[config.mk]
export PLATFORM = sky130hd
export DESIGN_NAME = utf8_to_utf32_decoder_unit
export DESIGN_NICKNAME = d
export VERILOG_FILES = /design/src/hw/rtl/utd_pkg.sv /design/src/hw/rtl/utf8_to_utf32_decoder_unit.sv /design/src/hw/rtl/utd_core.sv /design/src/hw/rtl/utd_out_reg.sv
export SDC_FILE = /design/constraint.sdc
export NUM_CORES = 1
export LEC_CHECK = 0
export ABC_CLOCK_PERIOD_IN_PS = 12250
export BUFFER_PORTS_ARGS = -buffer_cell sky130_fd_sc_hd__buf_4
export CAP_MARGIN = 10
export CORE_AREA = 5 5 107 109
export DETAILED_ROUTE_END_ITERATION = 10
export DIE_AREA = 0 0 112 114
export GPL_ROUTABILITY_DRIVEN = 0
export PLACE_DENSITY = 0.58
export SLEW_MARGIN = 20
export SYNTH_ARGS = -nofsm -noshare
export SYNTH_HDL_FRONTEND = slang
export SYNTH_SLANG_ARGS = --single-unit
[constraint.sdc]
create_clock -name clk -period 12.25 [get_ports clk]
set_clock_uncertainty 0.05 [all_clocks]
set_input_delay 1.225 -clock clk [delete_from_list [all_inputs] [get_ports clk]]
set_output_delay 1.225 -clock clk [all_outputs]
set_load 0.05 [all_outputs]
[src/hw/rtl/utd_pkg.sv]
`default_nettype none

package utd_pkg;

    localparam int unsigned BYTE_W  = 8;
    localparam int unsigned CP_W    = 31;
    localparam int unsigned LEN_W   = 3;
    localparam int unsigned CONT_W  = 6;

    localparam logic [CP_W-1:0] SURR_LO = 31'h0000_D800;
    localparam logic [CP_W-1:0] SURR_HI = 31'h0000_DFFF;

    typedef enum logic [1:0] {
        ST_OK        = 2'd0,
        ST_BAD_LEAD  = 2'd1,
        ST_TRUNCATED = 2'd2,
        ST_SURROGATE = 2'd3
    } status_t;

    typedef struct packed {
        logic [CP_W-1:0] code_point;
        status_t         status;
        logic            final_res;
    } result_t;

endpackage

`default_nettype wire

[src/hw/rtl/utf8_to_utf32_decoder_unit.sv]
// UTF-8 to UTF-32 decoder, one byte per beat, with the legacy 5- and 6-byte forms.
// A result is registered and appears on the master side in the cycle after its completing byte.
// Throughput: one byte per cycle, set by the single decode stage and its output register.
// A held result does not stop input unless the master side stalls with it still full.
// Reset (rst_n low, asynchronous) closes any open sequence, clears the skip state
// and empties the output register.
`default_nettype none

module utf8_to_utf32_decoder_unit
(
    input  wire logic          clk,
    input  wire logic          rst_n,

    input  wire logic          s_tvalid,
    output logic               s_tready,
    input  wire logic [7:0]    s_tdata,   // [7:0] byte_in
    input  wire logic          s_tlast,

    output logic               m_tvalid,
    input  wire logic          m_tready,
    output logic [31:0]        m_tdata,   // [30:0] code_point, [31] zero
    output logic [1:0]         m_tuser,   // [1:0] status
    output logic               m_tlast
);

    logic               accept;
    logic               res_valid;
    utd_pkg::result_t   res;
    utd_pkg::result_t   out_res;

    assign accept = s_tvalid && s_tready;

    utd_core u_core
    (
        .clk           (clk),
        .rst_n         (rst_n),
        .accept        (accept),
        .byte_in       (s_tdata),
        .end_of_string (s_tlast),
        .res_valid     (res_valid),
        .res           (res)
    );

    utd_out_reg u_out
    (
        .clk       (clk),
        .rst_n     (rst_n),
        .accept    (accept),
        .res_valid (res_valid),
        .res       (res),
        .in_ready  (s_tready),
        .out_valid (m_tvalid),
        .out_ready (m_tready),
        .out_res   (out_res)
    );

    assign m_tdata = {1'b0, out_res.code_point};
    assign m_tuser = out_res.status;
    assign m_tlast = out_res.final_res;

endmodule

`default_nettype wire

[src/hw/rtl/utd_core.sv]
`default_nettype none

module utd_core
(
    input  wire logic                         clk,
    input  wire logic                         rst_n,
    input  wire logic                         accept,
    input  wire logic [utd_pkg::BYTE_W-1:0]   byte_in,
    input  wire logic                         end_of_string,
    output logic                              res_valid,
    output utd_pkg::result_t                  res
);

    logic [utd_pkg::LEN_W-1:0]  seq_length_reg;
    logic [utd_pkg::LEN_W-1:0]  seq_length_next;
    logic [utd_pkg::LEN_W-1:0]  bytes_taken_reg;
    logic [utd_pkg::LEN_W-1:0]  bytes_taken_next;
    logic [utd_pkg::CP_W-1:0]   payload_acc_reg;
    logic [utd_pkg::CP_W-1:0]   payload_acc_next;
    logic                       halted_reg;
    logic                       halted_next;

    logic [utd_pkg::LEN_W-1:0]  lead_len;
    logic [utd_pkg::CP_W-1:0]   lead_bits;
    logic                       lead_bad;
    logic [utd_pkg::CP_W-1:0]   acc_shift;
    logic [utd_pkg::LEN_W-1:0]  taken_inc;

    always_comb
    begin
        lead_len  = '0;
        lead_bits = '0;
        lead_bad  = 1'b0;
        priority if ((byte_in & 8'he0) == 8'hc0)
        begin
            lead_len  = 3'd2;
            lead_bits = {26'd0, byte_in[4:0]};
        end
        else if ((byte_in & 8'hf0) == 8'he0)
        begin
            lead_len  = 3'd3;
            lead_bits = {27'd0, byte_in[3:0]};
        end
        else if ((byte_in & 8'hf8) == 8'hf0)
        begin
            lead_len  = 3'd4;
            lead_bits = {28'd0, byte_in[2:0]};
        end
        else if ((byte_in & 8'hfc) == 8'hf8)
        begin
            lead_len  = 3'd5;
            lead_bits = {29'd0, byte_in[1:0]};
        end
        else if ((byte_in & 8'hfe) == 8'hfc)
        begin
            lead_len  = 3'd6;
            lead_bits = {30'd0, byte_in[0]};
        end
        else
        begin
            lead_bad = 1'b1;
        end
    end

    assign acc_shift = {payload_acc_reg[utd_pkg::CP_W-utd_pkg::CONT_W-1:0],
                        byte_in[utd_pkg::CONT_W-1:0]};
    assign taken_inc = bytes_taken_reg + 3'd1;

    always_comb
    begin
        seq_length_next     = seq_length_reg;
        bytes_taken_next    = bytes_taken_reg;
        payload_acc_next    = payload_acc_reg;
        halted_next         = halted_reg;
        res_valid           = 1'b0;
        res.code_point      = '0;
        res.status          = utd_pkg::ST_OK;
        res.final_res       = 1'b1;

        if (halted_reg)
        begin
            if (end_of_string)
            begin
                halted_next      = 1'b0;
                seq_length_next  = '0;
                bytes_taken_next = '0;
                payload_acc_next = '0;
            end
        end
        else if (seq_length_reg == '0)
        begin
            if (!byte_in[7])
            begin
                res_valid      = 1'b1;
                res.code_point = {23'd0, byte_in};
                res.final_res  = end_of_string;
            end
            else if (lead_bad || end_of_string)
            begin
                res_valid   = 1'b1;
                res.status  = lead_bad ? utd_pkg::ST_BAD_LEAD : utd_pkg::ST_TRUNCATED;
                halted_next = !end_of_string;
            end
            else
            begin
                seq_length_next  = lead_len;
                bytes_taken_next = 3'd1;
                payload_acc_next = lead_bits;
            end
        end
        else if (taken_inc >= seq_length_reg)
        begin
            res_valid        = 1'b1;
            seq_length_next  = '0;
            bytes_taken_next = '0;
            payload_acc_next = '0;
            if (acc_shift >= utd_pkg::SURR_LO && acc_shift <= utd_pkg::SURR_HI)
            begin
                res.status  = utd_pkg::ST_SURROGATE;
                halted_next = !end_of_string;
            end
            else
            begin
                res.code_point = acc_shift;
                res.final_res  = end_of_string;
            end
        end
        else if (end_of_string)
        begin
            res_valid        = 1'b1;
            res.status       = utd_pkg::ST_TRUNCATED;
            seq_length_next  = '0;
            bytes_taken_next = '0;
            payload_acc_next = '0;
        end
        else
        begin
            bytes_taken_next = taken_inc;
            payload_acc_next = acc_shift;
        end
    end

    always_ff @(posedge clk or negedge rst_n)
    begin
        if (!rst_n)
        begin
            seq_length_reg  <= '0;
            bytes_taken_reg <= '0;
            payload_acc_reg <= '0;
            halted_reg      <= 1'b0;
        end
        else if (accept)
        begin
            seq_length_reg  <= seq_length_next;
            bytes_taken_reg <= bytes_taken_next;
            payload_acc_reg <= payload_acc_next;
            halted_reg      <= halted_next;
        end
    end

endmodule

`default_nettype wire

[src/hw/rtl/utd_out_reg.sv]
`default_nettype none

module utd_out_reg
(
    input  wire logic                clk,
    input  wire logic                rst_n,
    input  wire logic                accept,
    input  wire logic                res_valid,
    input  wire utd_pkg::result_t    res,
    output logic                     in_ready,
    output logic                     out_valid,
    input  wire logic                out_ready,
    output utd_pkg::result_t         out_res
);

    logic               valid_reg;
    logic               valid_next;
    utd_pkg::result_t   data_reg;
    logic               load;

    assign load     = accept && res_valid;
    assign in_ready = !valid_reg || out_ready;

    always_comb
    begin
        if (load)
        begin
            valid_next = 1'b1;
        end
        else if (out_ready)
        begin
            valid_next = 1'b0;
        end
        else
        begin
            valid_next = valid_reg;
        end
    end

    always_ff @(posedge clk or negedge rst_n)
    begin
        if (!rst_n)
        begin
            valid_reg <= 1'b0;
        end
        else
        begin
            valid_reg <= valid_next;
        end
    end

    always_ff @(posedge clk)
    begin
        if (load)
        begin
            data_reg <= res;
        end
    end

    assign out_valid = valid_reg;
    assign out_res   = data_reg;

endmodule

`default_nettype wire

Word-level counts from Yosys, hierarchy flattened
Index checks and enable logic that the tools add are counted.

Bitwise logic cells: 0. Reductions and logical operators: 11. Divide/modulo/power cells: 0. Order comparisons: 3. $add $sub $neg: 1. Eq/ne operators: 8. $mul: 0. Shift operators: 0. Muxes and demuxes: 63.

Operator list (count): two-way mux 25 bit (10); two-way mux 31 bit (2); two-way mux 3 bit (18); two-way mux 34 bit (1); greater-or-equal comparator 31 x 16 -> 1 bit (second input constant) (1); less-or-equal comparator 31 x 16 -> 1 bit (second input constant) (1); two-way mux 1 bit (24); two-way mux 2 bit (7); == test 7 bit (second input constant) (1); two-way mux 7 bit (1); == test 6 bit (second input constant) (1); != test 3 x 2 -> 1 bit (second input constant) (2); == test 5 bit (second input constant) (1); == test 4 bit (second input constant) (1); AND reduction 4 bit (1); adder 3 x 1 -> 3 bit (second input constant) (1); == test 3 bit (second input constant) (1); greater-or-equal comparator 3 bit (1); logical AND 1 bit (3); logical NOT 3 bit (1); AND reduction 3 bit (1); logical NOT 1 bit (2); logical OR 1 bit (2); != test 2 bit (second input constant) (1); nonzero test 2 bit (1).

Bits in writable memories: 0. Memories: 0. ROM bits: 0. Input port bits: 13. Flip-flop bits (word level): 67. Latch bits: 0.

Depth between registers and ports, before layout
Word-level depth: 13. Mapped depth: 9. Depth with buffers taken out: 8.

Hierarchy
Synthesis repeated with hierarchy kept, for this count alone.

Cells, all modules: 230. Area total of the unflattened synthesis: 2986.6 um^2.

Modules (own cells, without submodules): utd_core (cells each 189, sequential area each 800.8 um^2, area each 1886.8 um^2, instances 1); utd_out_reg (cells each 38, sequential area each 1046.0 um^2, area each 1082.3 um^2, instances 1); utf8_to_utf32_decoder_unit (cells each 3, sequential area each 0.0 um^2, area each 17.5 um^2, instances 1).

Worst setup path before layout
Ideal clock, no wire load.

Kind: input port to flip-flop. Start: in s_tdata[3]. End: reg u_out.data_reg (netlist bit u_out.out_res[0]), enable pin. Stages on the path: 5. Arrival: 4.236 ns. Setup time: 0.468 ns. Setup slack: 7.496 ns. Buffers on the path: 0. Path through: and4_1 > and2_1 > o22ai_1 > nor2b_1 > nor3_1.

Cells in the longest elaborated chain, start to end: 12.

Ends and longest elaborated chain: from (decl) (line utf8_to_utf32_decoder_unit.sv:16) `input wire logic [7:0] s_tdata,`; == test 7 bit (line utd_core.sv:54) `else if ((byte_in & 8'hfe) == 8'hfc)`; two-way mux 1 bit (line utd_core.sv:54); two-way mux 1 bit (line utd_core.sv:49) `else if ((byte_in & 8'hfc) == 8'hf8)`; two-way mux 1 bit (*) (line utd_core.sv:44) `else if ((byte_in & 8'hf8) == 8'hf0)`; two-way mux 1 bit (*) (line utd_core.sv:39) `else if ((byte_in & 8'hf0) == 8'he0)`; two-way mux 1 bit (*) (line utd_core.sv:34) `priority if ((byte_in & 8'he0) == 8'hc0)`; logical OR 1 bit (*) (line utd_core.sv:98) `else if (lead_bad || end_of_string)`; two-way mux 1 bit (*) (line utd_core.sv:98); two-way mux 1 bit (*) (line utd_core.sv:92) `if (!byte_in[7])`; two-way mux 1 bit (*) (line utd_core.sv:90) `else if (seq_length_reg == '0)`; two-way mux 1 bit (*) (line utd_core.sv:80) `if (halted_reg)`; logical AND 1 bit (*) (line utd_out_reg.sv:21) `assign load = accept && res_valid;`; net u_out.load (line utd_out_reg.sv:19) `logic load;`; to (signal assigned) (line utd_out_reg.sv:56) `data_reg <= res;`; to (decl) (line utd_out_reg.sv:18) `utd_pkg::result_t data_reg;`.

The timed path passes the listed nets; every way through them passes the cells marked *. A chain may end at the register's enable or synchronous reset.

Final worst setup path
Start: in m_tready. End: out s_tready.

Cells in the longest elaborated chain, start to end: 1.

Ends and longest elaborated chain: from (decl) (line utf8_to_utf32_decoder_unit.sv:20) `input wire logic m_tready,`; logical OR 1 bit (line utd_out_reg.sv:22) `assign in_ready = !valid_reg || out_ready;`; to (decl) (line utf8_to_utf32_decoder_unit.sv:15) `output logic s_tready,`.

Every way passes these cells.

==> results.txt <==
----------------------------------------------------
[Timing]
  Max Transition Viols Final ... 0
  Clock period minus final worst setup slack ... 2.98 ns
  Summed negative setup slack over all endpoints ... 0 ns
  Final WS setup ... 9.27 ns
  Worst-Margin Slew ... 0.686 ns
  Highest clock frequency the design can meet ... 0.336 GHz
  Final setup violating endpoints ... 0
  Slew Limit Headroom ... 0.542
  Setup repair after global routing missed its margin ... false
  Final Hold Viols ... 0
  Share of the cycle needed by the critical path after routing ... 0.243

[Placement]
  Pre-CTS setup slack ... 9.18 ns
  Post-DP HPWL ... 4470 µm
  Number of input and output port buffers inserted ... 48

[Floorplan]
  Die ar. ... 12800 µm²
  Effective utilization at floorplan ... 0.288
  I/O pin total ... 50
  Placement Rows ... 38
  Core outline area ... 10500 µm²
  Die extent in x ... 112 µm
  Die height ... 114 µm

[Power]
  Part of the total power dissipated in combinational logic ... 0.250
  Switching power ... 195 µW
  Sequential group share of total power ... 0.470
  Internal power component ... 388 µW
  Total power divided by cell area ... 158 nW/µm²
  Clock share of power ... 0.280
  Leakage power of the design ... 0.00148 µW
  Worst-case vdd ir drop ... 0.0585 mV
  Switching power as a share of total power ... 0.335

[Setup path]
  Capturing element type of the critical path ... output pin
  Classification of the worst setup path ... input port to output pin
  Maximum net fanout on the critical path ... 4
  Data required, critical path ... 10.97 ns
  Setup crit start ... m_tready
  R2R Path Start ... u_core.bytes_taken_reg[0]
  Cell count of the worst reg-to-reg path ... 9
  Worst setup SP type ... input port
  Worst-case register-to-register setup slack ... 9.41 ns
  Worst R2R End ... u_out.out_res[23]
  Crit path arrival time ... 1.70 ns

[Yosys]
  Multiplexer fraction of the synthesized cell area ... 0
  Simple-gate portion of the synthesized area ... 0.210
  Yosys warning total ... 0
  Number of nets in the synthesized netlist ... 295
  Count of mapped cells out of synthesis ... 278
  Sequential-to-total area share from yosys stat ... 0.609
  Synth Area in Adders ... 0.0165
  Xor and xnor area share after synthesis ... 0.00289
  Area of the mapped netlist ... 3030 µm²
  Count of flip-flops with a built-in enable after synthesis ... 34
  Synth cell types ... 40
  Number of synthesized register bits ... 67
  Commonest register cell after synthesis ... sky130_fd_sc_hd__edfxtp_1
  Syn avg cell area ... 10.9 µm²
  Fraction of registers with async set or reset after synthesis ... 0.493
  Dominant combinational cell family by area after synthesis ... simple AND/OR/NAND/NOR gates
  Share of the synthesized area in compound gates (AO/OA/AOI/OAI) ... 0.122

[Layout]
  Area growth from synthesis to layout ... 21.5%
  Fillers ... 1053
  Layout Nets ... 344
  Antenna fix cells ... 0
  Area of combinational cells with multiple inputs ... 1070 µm²
  Flip-flop count of the largest register after layout ... 34
  Sequential cell area ... 1850 µm²
  Fraction of final layout cells with drive strength greater than 1 ... 0.223

[Clocking]
  Total CTS buffers ... 9
  Maximum buffer depth of the clock tree ... 2
  Clock H-tree levels ... 3
  Postcts setup bufs ... 0
  Total clock sinks ... 67
  Cts hold-fix bufs ... 0
  Clock-pin slew of the registers on the worst-case setup and hold paths ... 0.07 ns
  Worst-skew pair later-pin latency ... 0.34 ns
  Number of gates resized after CTS ... 0
  CTS tree ... yes
  Root Driver ... sky130_fd_sc_hd__clkbuf_8

[GRT]
  Number of antenna violations at the first check in global routing ... 0
  Wire length of the first global-routing pass ... 10600 µm
  Number of global-route vias before repair ... 2122
  Total global-route track usage ... 0.105
  Global-route congestion overflow total ... 0
  Largest net degree at the start of global routing ... 57

[Route]
  Post-detailed-route DRC marker count ... 0
  Highest layer used for signal routing ... met4
  Routed length per instance ... 13.4 µm
  Vias per cell ... 4.51
  Initial detailed-routing violation count ... 191
  Routed vias ... 2128
  Metal-1 WL ... 2870 µm
  Detailed Routing Iterations Pass 1 ... 4
  Met3 wire length ... 247 µm
  Met2 wire len ... 3090 µm
  Number of nets with antenna violations after routing ... 0
  Total wire length ... 6340 µm

[Hold path]
  Hold path start ... u_core.bytes_taken_reg[1]
  Worst-case hold path end point ... u_core.bytes_taken_reg[1]
  Hold Crit Class ... register to register
  Count of cells along the worst hold path ... 2

[Run status]
  Run status ... complete, no violations

[Flow run]
  Count of maximum capacitance violations ... 0

----------------------------------------------------
[cells by family (layout without fill, tap and decap cells)]
group	count (synthesis)	after routing
adder cells (fa/ha/maj)	4	4
AO/OA/AOI/OAI	58	58
other	1	1
AND/OR/NAND/NOR	127	127
flip-flops	67	67
buffers and inverters	20	74
XOR/XNOR	1	1
[power by group through the flow]
| stage | clock network [µW] | logic, µW | registers, µW |
|---|---|---|---|
| 4_1_cts | 168 | 147 | 274 |
| 6_report | 163 | 145 | 274 |
| 3_3_place_gp | 0 | 145 | 278 |
| 5_1_grt | 176 | 159 | 277 |
| 2_1_floorplan | 0 | 67.1 | 318 |
| 3_5_place_dp | 0 | 147 | 279 |
[routing by layer]
| layer | track usage | vias to the layer above |
|---|---|---|
| li1 | - | 1067 |
| met1 | 0.130 | 1009 |
| met2 | 0.166 | 44 |
| met3 | 0.0260 | 8 |
| met4 | 0.0609 | 0 |
| met5 | 0 | - |
[how the worst max path moves through the flow]
stage                        end  slack (ns)
2_1_floorplan   u_out.out_res[0]        7.50
3_3_place_gp   u_out.out_res[24]        9.24
3_5_place_dp   u_out.out_res[26]        9.18
4_1_cts        u_out.out_res[26]        9.16
5_1_grt        u_out.out_res[27]        9.18
6_report                s_tready        9.27
[cells in the final DEF (no fill, tap or decap), types with 2 or more instances in the layout]
| cell | instances |
|---|---|
| sky130_fd_sc_hd__a21oi_1 | 6 |
| sky130_fd_sc_hd__a22o_1 | 2 |
| sky130_fd_sc_hd__a31oi_1 | 2 |
| sky130_fd_sc_hd__a32o_1 | 2 |
| sky130_fd_sc_hd__and2_1 | 33 |
| sky130_fd_sc_hd__buf_4 | 51 |
| sky130_fd_sc_hd__clkbuf_1 | 3 |
| sky130_fd_sc_hd__clkbuf_8 | 11 |
| sky130_fd_sc_hd__dfrtp_1 | 33 |
| sky130_fd_sc_hd__edfxtp_1 | 34 |
| sky130_fd_sc_hd__ha_1 | 4 |
| sky130_fd_sc_hd__inv_1 | 7 |
| sky130_fd_sc_hd__nand2_1 | 62 |
| sky130_fd_sc_hd__nand2b_1 | 3 |
| sky130_fd_sc_hd__nand3_1 | 5 |
| sky130_fd_sc_hd__nor2_1 | 7 |
| sky130_fd_sc_hd__nor2b_1 | 2 |
| sky130_fd_sc_hd__nor3_1 | 3 |
| sky130_fd_sc_hd__nor3_2 | 2 |
| sky130_fd_sc_hd__nor4_1 | 2 |
| sky130_fd_sc_hd__nor4_2 | 2 |
| sky130_fd_sc_hd__o21ai_0 | 13 |
| sky130_fd_sc_hd__o21ai_1 | 19 |
| sky130_fd_sc_hd__o22ai_1 | 2 |
| sky130_fd_sc_hd__o31ai_1 | 5 |
[cell usage after synthesis (3+ instances only)]
library cell               instances  share of area
sky130_fd_sc_hd__nand2_1          62          0.077
sky130_fd_sc_hd__edfxtp_1         34           0.34
sky130_fd_sc_hd__and2_1           33          0.068
sky130_fd_sc_hd__dfrtp_1          33           0.27
sky130_fd_sc_hd__o21ai_1          19          0.031
sky130_fd_sc_hd__o21ai_0          13          0.021
sky130_fd_sc_hd__nor2_1            8         0.0099
sky130_fd_sc_hd__inv_1             7         0.0087
sky130_fd_sc_hd__a21oi_1           6         0.0099
sky130_fd_sc_hd__nand3_1           5         0.0083
sky130_fd_sc_hd__o31ai_1           5          0.012
sky130_fd_sc_hd__buf_6             4          0.015
sky130_fd_sc_hd__clkbuf_1          4         0.0050
sky130_fd_sc_hd__ha_1              4          0.017
sky130_fd_sc_hd__nor3_1            4         0.0066
sky130_fd_sc_hd__buf_2             3         0.0050
sky130_fd_sc_hd__nand2b_1          3         0.0062
[critical path, stage by stage]
cell                       delay, ns
sky130_fd_sc_hd__buf_4          0.10
sky130_fd_sc_hd__nand2b_1       0.17
sky130_fd_sc_hd__buf_4          0.20
[area by class of cell]
type | count | share of cell area
Timing Repair Buffer | 51 | 0.104
Clock buffer | 14 | 0.0442
Clock inverter | 2 | 0.00340
Multi-Input combinational cell | 191 | 0.292
Inverter | 7 | 0.00714
Sequential cell | 67 | 0.502
Tap cell | 140 | 0.0476
[per-stage QoR]
step / total power, µW / std cells / cell area [µm²] / hold slack [ns] / util
6_report: 582 / 472 / 3680 / 0.448 / 0.350
5_1_grt: 612 / 472 / 3680 / 0.471 / 0.350
4_1_cts: 589 / 472 / 3680 / 0.452 / 0.350
3_5_place_dp: 425 / 456 / 3500 / 0.437 / 0.333
3_3_place_gp: 423 / 456 / 3500 / 0.419 / 0.333
2_1_floorplan: 385 / 278 / 3030 / 0.402 / -
No activity file was read; power rests on OpenSTA's default activity.
